`src/sv/skl_pkg.sv`:
```
// Package with the shared types and codes of the sorted key list.
package skl_pkg;

   typedef logic [1:0] op_type;
   typedef logic [1:0] status_type;
   typedef logic signed [31:0] key_type;
   typedef logic [4:0] field_count_type;

   localparam op_type OP_INSERT = 2'd0;
   localparam op_type OP_REMOVE = 2'd1;
   localparam op_type OP_POP    = 2'd2;
   localparam op_type OP_SEARCH = 2'd3;

   localparam status_type ST_OK      = 2'd0;
   localparam status_type ST_FULL    = 2'd1;
   localparam status_type ST_EMPTY   = 2'd2;
   localparam status_type ST_MISSING = 2'd3;

   typedef struct packed {
      logic less;
      logic equal;
   } cmp_type;

endpackage

```
`src/sv/skl_if.sv`:
```
// Request and response channel interfaces of the sorted key list.
interface skl_req_if import skl_pkg::*; ();
   logic    valid;
   logic    ready;
   op_type  operation;
   key_type key;

   modport source (output valid, output operation, output key, input ready);
   modport sink (input valid, input operation, input key, output ready);
endinterface

interface skl_rsp_if import skl_pkg::*; ();
   logic            valid;
   logic            ready;
   status_type      status;
   key_type         result_key;
   field_count_type position;
   field_count_type entry_count;

   modport source (output valid, output status, output result_key, output position,
                   output entry_count, input ready);
   modport sink (input valid, input status, input result_key, input position,
                 input entry_count, output ready);
endinterface

```
`src/sv/skl_cmp.sv`:
```
// Shared signed key comparator used by every scan step.
module skl_cmp import skl_pkg::*; (
   input  key_type a,
   input  key_type b,
   output cmp_type result
);

   assign result.less  = (a < b);
   assign result.equal = (a == b);

endmodule

```
`src/sv/sorted_key_list_top.sv`:
```
// Top level of the sorted key list: sequencer, key memory and result register.
//
// The block keeps up to CAPACITY signed keys in ascending order in a key
// memory with one write port and a registered read. Each request transaction
// carries an operation (insert, remove matching key, pop smallest, search)
// and a key. Each request yields exactly one response transaction with a
// status, the key concerned, its sorted position and the entry count after
// the operation.
// One request is handled at a time; req_chan.ready is high only while the
// sequencer is idle. Every step reads one entry and compares it with the
// operand in the shared comparator, in a read state and an evaluate state.
// An insert walks down from the top, moving entries that are not smaller
// than the key up one place. Remove and pop scan the whole occupied range
// and close the gap on the way. A search stops at the first match; a miss
// scans the whole range. Errors (full, empty) go straight to the done
// state. The response is held in an output register, so a new request is
// taken while it waits; a stalled receiver only delays the end of the
// following request.
// Reset clears the count and the response valid; no memory clearing pass.
module sorted_key_list_top import skl_pkg::*; #(
   parameter int CAPACITY = 16
) (
   input  logic       clock,
   input  logic       reset,
   skl_req_if.sink    req_chan,
   skl_rsp_if.source  rsp_chan
);

   localparam int IDX_W = (CAPACITY > 1) ? $clog2(CAPACITY) : 1;
   localparam int CNT_W = $clog2(CAPACITY + 1);

   localparam logic [2:0] S_IDLE   = 3'd0;
   localparam logic [2:0] S_INS_RD = 3'd1;
   localparam logic [2:0] S_INS_EV = 3'd2;
   localparam logic [2:0] S_SCN_RD = 3'd3;
   localparam logic [2:0] S_SCN_EV = 3'd4;
   localparam logic [2:0] S_DONE   = 3'd5;

   logic [2:0]       state_ff, state_in;
   logic [CNT_W-1:0] count_ff, count_in;
   logic [CNT_W-1:0] idx_ff, idx_in;
   logic [CNT_W-1:0] pos_ff, pos_in;
   logic [CNT_W-1:0] idx_dec;
   op_type           op_ff, op_in;
   key_type          key_ff, key_in;
   key_type          rkey_ff, rkey_in;
   status_type       status_ff, status_in;
   logic             found_ff, found_in;

   logic             rsp_valid_ff, rsp_valid_in;
   status_type       rsp_status_ff, rsp_status_in;
   key_type          rsp_key_ff, rsp_key_in;
   field_count_type  rsp_pos_ff, rsp_pos_in;
   field_count_type  rsp_count_ff, rsp_count_in;

   key_type          mem [CAPACITY];
   key_type          mem_rd_ff;
   logic [IDX_W-1:0] mem_ra;
   logic [IDX_W-1:0] mem_wa;
   key_type          mem_wd;
   logic             mem_we;

   cmp_type          cmp;
   logic             req_fire;
   logic             rsp_free;

   skl_cmp u_cmp (
      .a      (mem_rd_ff),
      .b      (key_ff),
      .result (cmp)
   );

   assign idx_dec  = idx_ff - 1'b1;
   assign req_fire = req_chan.valid && req_chan.ready;
   assign rsp_free = !rsp_valid_ff || rsp_chan.ready;

   assign req_chan.ready       = (state_ff == S_IDLE);
   assign rsp_chan.valid       = rsp_valid_ff;
   assign rsp_chan.status      = rsp_status_ff;
   assign rsp_chan.result_key  = rsp_key_ff;
   assign rsp_chan.position    = rsp_pos_ff;
   assign rsp_chan.entry_count = rsp_count_ff;

   always_ff @(posedge clock) begin
      if (mem_we) begin
         mem[mem_wa] <= mem_wd;
      end
      mem_rd_ff <= mem[mem_ra];
   end

   always_comb begin
      state_in      = state_ff;
      count_in      = count_ff;
      idx_in        = idx_ff;
      pos_in        = pos_ff;
      op_in         = op_ff;
      key_in        = key_ff;
      rkey_in       = rkey_ff;
      status_in     = status_ff;
      found_in      = found_ff;
      rsp_valid_in  = rsp_valid_ff && !rsp_chan.ready;
      rsp_status_in = rsp_status_ff;
      rsp_key_in    = rsp_key_ff;
      rsp_pos_in    = rsp_pos_ff;
      rsp_count_in  = rsp_count_ff;
      mem_ra        = idx_ff[IDX_W-1:0];
      mem_wa        = idx_ff[IDX_W-1:0];
      mem_wd        = key_ff;
      mem_we        = 1'b0;

      case (state_ff)
         S_IDLE: begin
            if (req_fire) begin
               op_in     = req_chan.operation;
               key_in    = req_chan.key;
               rkey_in   = '0;
               pos_in    = '0;
               status_in = ST_OK;
               found_in  = 1'b0;
               idx_in    = '0;
               case (req_chan.operation)
                  OP_INSERT: begin
                     if (count_ff == CNT_W'(CAPACITY)) begin
                        status_in = ST_FULL;
                        state_in  = S_DONE;
                     end else begin
                        idx_in   = count_ff;
                        state_in = S_INS_RD;
                     end
                  end
                  OP_SEARCH: begin
                     if (count_ff == '0) begin
                        status_in = ST_MISSING;
                        state_in  = S_DONE;
                     end else begin
                        state_in = S_SCN_RD;
                     end
                  end
                  default: begin
                     if (count_ff == '0) begin
                        status_in = ST_EMPTY;
                        state_in  = S_DONE;
                     end else begin
                        state_in = S_SCN_RD;
                     end
                  end
               endcase
            end
         end
         S_INS_RD: begin
            if (idx_ff == '0) begin
               mem_we   = 1'b1;
               pos_in   = '0;
               rkey_in  = key_ff;
               count_in = count_ff + 1'b1;
               state_in = S_DONE;
            end else begin
               mem_ra   = idx_dec[IDX_W-1:0];
               state_in = S_INS_EV;
            end
         end
         S_INS_EV: begin
            mem_we = 1'b1;
            if (!cmp.less) begin
               mem_wd   = mem_rd_ff;
               idx_in   = idx_dec;
               state_in = S_INS_RD;
            end else begin
               pos_in   = idx_ff;
               rkey_in  = key_ff;
               count_in = count_ff + 1'b1;
               state_in = S_DONE;
            end
         end
         S_SCN_RD: begin
            if (idx_ff == count_ff) begin
               if (found_ff) begin
                  count_in = count_ff - 1'b1;
               end else begin
                  status_in = ST_MISSING;
               end
               state_in = S_DONE;
            end else begin
               state_in = S_SCN_EV;
            end
         end
         S_SCN_EV: begin
            idx_in   = idx_ff + 1'b1;
            state_in = S_SCN_RD;
            if (found_ff) begin
               mem_we = 1'b1;
               mem_wa = idx_dec[IDX_W-1:0];
               mem_wd = mem_rd_ff;
            end else if (cmp.equal || op_ff == OP_POP) begin
               found_in = 1'b1;
               pos_in   = idx_ff;
               rkey_in  = mem_rd_ff;
               if (op_ff == OP_SEARCH) begin
                  state_in = S_DONE;
               end
            end
         end
         S_DONE: begin
            if (rsp_free) begin
               rsp_valid_in  = 1'b1;
               rsp_status_in = status_ff;
               rsp_key_in    = rkey_ff;
               rsp_pos_in    = 5'(pos_ff);
               rsp_count_in  = 5'(count_ff);
               state_in      = S_IDLE;
            end
         end
         default: begin
            state_in = S_IDLE;
         end
      endcase
   end

   always_ff @(posedge clock) begin
      if (reset) begin
         state_ff     <= S_IDLE;
         count_ff     <= '0;
         rsp_valid_ff <= 1'b0;
      end else begin
         state_ff     <= state_in;
         count_ff     <= count_in;
         rsp_valid_ff <= rsp_valid_in;
      end
   end

   always_ff @(posedge clock) begin
      idx_ff        <= idx_in;
      pos_ff        <= pos_in;
      op_ff         <= op_in;
      key_ff        <= key_in;
      rkey_ff       <= rkey_in;
      status_ff     <= status_in;
      found_ff      <= found_in;
      rsp_status_ff <= rsp_status_in;
      rsp_key_ff    <= rsp_key_in;
      rsp_pos_ff    <= rsp_pos_in;
      rsp_count_ff  <= rsp_count_in;
   end

endmodule

```
`src/flat_wrapper.sv`:
```
// flat-port wrapper written by rule: the top's interface ports become plain ports
module sorted_key_list_top_flat import skl_pkg::*;
#(
   parameter int CAPACITY = 16
)
  (clock, reset, req_chan_valid, req_chan_operation, req_chan_key, req_chan_ready, rsp_chan_valid, rsp_chan_status, rsp_chan_result_key, rsp_chan_position, rsp_chan_entry_count, rsp_chan_ready);
  skl_req_if req_chan_i ();
  skl_rsp_if rsp_chan_i ();
  input  logic clock;
  input  logic reset;
  input wire logic [$bits(req_chan_i.valid)-1:0] req_chan_valid;
  input wire logic [$bits(req_chan_i.operation)-1:0] req_chan_operation;
  input wire logic [$bits(req_chan_i.key)-1:0] req_chan_key;
  output wire logic [$bits(req_chan_i.ready)-1:0] req_chan_ready;
  output wire logic [$bits(rsp_chan_i.valid)-1:0] rsp_chan_valid;
  output wire logic [$bits(rsp_chan_i.status)-1:0] rsp_chan_status;
  output wire logic [$bits(rsp_chan_i.result_key)-1:0] rsp_chan_result_key;
  output wire logic [$bits(rsp_chan_i.position)-1:0] rsp_chan_position;
  output wire logic [$bits(rsp_chan_i.entry_count)-1:0] rsp_chan_entry_count;
  input wire logic [$bits(rsp_chan_i.ready)-1:0] rsp_chan_ready;
  assign req_chan_i.valid = req_chan_valid;
  assign req_chan_i.operation = req_chan_operation;
  assign req_chan_i.key = req_chan_key;
  assign req_chan_ready = req_chan_i.ready;
  assign rsp_chan_valid = rsp_chan_i.valid;
  assign rsp_chan_status = rsp_chan_i.status;
  assign rsp_chan_result_key = rsp_chan_i.result_key;
  assign rsp_chan_position = rsp_chan_i.position;
  assign rsp_chan_entry_count = rsp_chan_i.entry_count;
  assign rsp_chan_i.ready = rsp_chan_ready;
  sorted_key_list_top #(.CAPACITY(CAPACITY)) u_core (.clock(clock), .reset(reset), .req_chan(req_chan_i), .rsp_chan(rsp_chan_i));
endmodule
```
`config.mk`:
```
export PLATFORM = sky130hd
export DESIGN_NAME = sorted_key_list_top_flat
export DESIGN_NICKNAME = d
export VERILOG_FILES = /design/src/sv/skl_pkg.sv /design/src/sv/skl_if.sv /design/src/sv/skl_cmp.sv /design/src/sv/sorted_key_list_top.sv /design/src/flat_wrapper.sv
export SDC_FILE = /design/constraint.sdc
export NUM_CORES = 1
export LEC_CHECK = 0
export BUFFER_PORTS_ARGS = -buffer_cell sky130_fd_sc_hd__buf_2
export CAP_MARGIN = 10
export CORE_ASPECT_RATIO = 1.4
export CORE_MARGIN = 10
export CORE_UTILIZATION = 50
export DETAILED_ROUTE_END_ITERATION = 8
export PLACE_DENSITY_LB_ADDON = 0.15
export SYNTH_ARGS = -nofsm -noshare
export SYNTH_HDL_FRONTEND = slang
export SYNTH_HIERARCHICAL = 1
export SYNTH_SLANG_ARGS = --single-unit
```
`constraint.sdc`:
```
create_clock -name clock -period 6 [get_ports clock]
set_input_delay 0.3 -clock clock [delete_from_list [all_inputs] [get_ports clock]]
set_output_delay 0.3 -clock clock [all_outputs]
set_load 0.01 [all_outputs]
```
==> flow_summary.json <==
{
  "run_status": "completed",
  "clock_skew_ns": 0.0136,
  "ys_types": 65,
  "die_h_um": 314,
  "cts_tree": "built",
  "reg2reg_from": "u_core/key_ff[19]",
  "grt.total_usage": 0.225,
  "reg2reg_depth": 12,
  "clock_latency_ns": 0.64,
  "fin_util": 0.573,
  "required_ns": 6.30,
  "p_int_mw": 11.9,
  "synthTopCellsByCount": "edfxtp_1 (635), nand2_1 (350), mux4_2 (256), a21oi_1 (161), clkbuf_1 (67)",
  "synthTopCellsByArea": "edfxtp_1 (62%), mux4_2 (19%), nand2_1 (4.2%), dfxtp_1 (2.7%), a21oi_1 (2.6%)",
  "startpoint_type": "flop",
  "critPathMaxStageDelay_ns": 0.50,
  "whs_endpoint": "u_core/state_ff[2]",
  "fillers": 4714,
  "post_cts_resized": 0,
  "first_pass_iters": 5,
  "yosysTopAreaCell": "edfxtp_1",
  "p_sw_frac": 0.364,
  "root_buffer": "clkbuf_16",
  "area_delta_synth_final_pct": 13.2,
  "whs_path_depth": 4,
  "io_pins": 84,
  "synth_edf_count": 635,
  "place_ws_ns": 1.62,
  "initial_utilization": 0.507,
  "clkPwrFrac": 0.222,
  "reg2reg_slack_ns": 1.82,
  "final.setup.tns_ns": 0,
  "fp.dieW_um": 230,
  "combPwrFrac": 0.411,
  "grt_antenna_before_repair": 3,
  "p_total_mw": 18.6,
  "row_count": 107,
  "syn_nets": 2025,
  "min_from": "rsp_chan_ready",
  "postSynthAreaPerCell_um2": 15.9,
  "power.leakage_nw": 11.8,
  "drv_slew": 0,
  "hold-worst-slack_ns": 0.119,
  "dieArea_mm2": 0.0723,
  "critPathMostFrequentCell": "inv_1",
  "ant_nets": 0,
  "synth_top_area_frac": 0.617,
  "synth_seq_cells": 676,
  "synth_cells": 1946,
  "wirelength_um": 81400,
  "drv_cap": 0,
  "crit_path_cell_trace": "inv_1, ha_1, a21oi_1, o21ai_0, a221oi_1, o2111ai_1, o22ai_1, inv_1, a21oi_4, buf_4, nand2_1, o21ai_1",
  "ir_worst_vdd_mv": 0.579,
  "setup.worst_path.class": "reg2reg",
  "port_buffers": 83,
  "grt_pass1_vias": 19035,
  "cts_made_buffers": 61,
  "setup_ws_ns": 1.82,
  "cp_data_arrival_time_ns": 4.48,
  "power_frac_seq": 0.367,
  "cpMaxStageDelayCell": "o21ai_1",
  "drive_gt1_frac": 0.256,
  "ys_seq_area_frac": 0.643,
  "setup-violations-final": 0,
  "min_path_type": "in2reg",
  "slew_headroom": 0.263,
  "dpl.hpwl_um": 46900,
  "nNetsFinal": 2143,
  "yosysWarnings": 6,
  "rsz0062_at_grt": "no",
  "syn-cell-area_mm2": 0.0309,
  "worstMarginPinSlew_ns": 1.10,
  "routed_via_density": 6.30,
  "critical_path.top_delay_family": "compound AO/OA/AOI/OAI gates",
  "gp_congestion": 0.856,
  "drc": 0,
  "rr_endpoint": "u_core/mem[0][20]",
  "htreeDepth": 2,
  "power_switching_mw": 6.79,
  "core_area_mm2": 0.0610,
  "wl_per_cell_um": 27.8,
  "synth_flop_cell": "edfxtp_1",
  "cts_sinks": 676,
  "p_per_area_mw_per_mm2": 533,
  "num_vias": 18473,
  "grt.overflow.total": 0,
  "clk_pin_slew_ns": 0.07,
  "cts_max_path_buffers": 3,
  "grt_pass1_wl_um": 122000,
  "crit_path_end_kind": "flop",
  "ys_async_sr_fraction": 0,
  "critPathMaxFanout": 26,
  "min_period_ns": 4.18,
  "fin_crit_sh": 0.696,
  "cp_num_buf_inv": 3,
  "drt-initial-drc-count": 1867,
  "n_antenna_cell": 0,
  "hold_violations": 0,
  "fmax_mhz": 239,
  "grt_start_max_net_pins": 140,
  "synth_most_common_cell": "edfxtp_1"
}
## stage by stage
stage | std cells | instance area [µm²]
global placement | 2781 | 32500
floorplan | 1946 | 30900
global route | 2931 | 35000
CTS | 2931 | 35000
detailed placement | 2782 | 32500
finish | 2931 | 35000
## registers in the layout, summed over array words and instances, names as in the netlist
| register | count |
|---|---|
| u_core/mem_rd_ff | 32 |
| u_core/rsp_chan.position | 5 |
| u_core/rsp_chan.status | 2 |
| u_core/rkey_ff | 32 |
| u_core/idx_ff | 5 |
| u_core/state_ff | 3 |
| u_core/pos_ff | 5 |
| u_core/key_ff | 32 |
| u_core/rsp_chan.entry_count | 5 |
| u_core/rsp_chan.valid | 1 |
| u_core/status_ff | 2 |
| u_core/op_ff | 2 |
| u_core/mem | 512 |
| u_core/found_ff | 1 |
| u_core/rsp_chan.result_key | 32 |
| u_core/count_ff | 5 |
## worst min-delay path: stages
cell and delay, ns:
buf_2 0.07, nand2b_1 0.12, or3_1 0.13, o21ai_0 0.07
## routing by layer
layer,routed length [µm],part of all wire,up-vias,GRT usage
met5,12,0.00015,-,0
met4,2130,0.026,2,0.0675
met3,6650,0.082,123,0.0449
met2,41100,0.50,812,0.381
met1,31600,0.39,9602,0.291
li1,-,-,7934,-
## layout by cell type, fill, tap and decap left out, types with 36 or more instances in the layout
cell type / synthesis / final
edfxtp_1: 635 / 635
nand2_1: 350 / 349
mux4_2: 256 / 256
a21oi_1: 161 / 160
buf_2: 41 / 83
buf_4: 4 / 67
clkbuf_16: 0 / 62
inv_1: 45 / 45
o21ai_0: 47 / 41
dfxtp_1: 41 / 41
ha_1: 40 / 39
dlygate4sd3_1: 0 / 36
## cell families after synthesis
family	Yosys count	share of synthesized area
AND/OR/NAND/NOR	492	0.0697
XOR/XNOR	10	0.00283
adder cells (fa/ha/maj)	41	0.0168
AO/OA/AOI/OAI	290	0.0560
buffers and inverters	180	0.0247
multiplexers	257	0.187
flip-flops	676	0.643
## power groups by stage
stage                     Clock, mW  Sequential, mW  Combinational, mW
after floorplan                   0            6.74               5.41
after global placement            0            6.91               7.53
after detailed placement          0            6.94               7.63
after CTS                      4.21            6.84               7.68
after global routing           4.39            6.91               8.28
final                          4.13            6.85               7.67
## timing repair
item                                    CTS  global route
hold buffers                             36             0
endpoints found under the setup margin    0             0
endpoints found under the hold margin    39             0
buffers inserted                          0             0
## how the worst max path moves through the flow
stage / cells past startpoint / startpoint / endpoint / slack (ns)
final: 12 / u_core/key_ff[19] / u_core/mem[0][20] / 1.82
after global routing: 12 / u_core/key_ff[23] / u_core/mem[15][20] / 1.51
after CTS: 10 / u_core/key_ff[31] / u_core/mem[11][20] / 1.64
after detailed placement: 10 / u_core/key_ff[31] / u_core/mem[11][20] / 1.62
after global placement: 11 / u_core/key_ff[23] / u_core/mem[13][22] / 1.76
after floorplan: 11 / u_core/idx_ff[0] / u_core/mem[0][0] / 1.54
## layout make-up
class,count,area [µm²],area share
Clock buffer,66,1570,0.0447
Clock inverter,47,552,0.0158
Inverter,45,169,0.00482
Multi-Input combinational cell,1090,10500,0.299
Sequential cell,676,19900,0.568
Tap cell,817,1020,0.0292
Timing Repair Buffer,190,1360,0.0388
No activity file was read; power rests on OpenSTA's default activity.
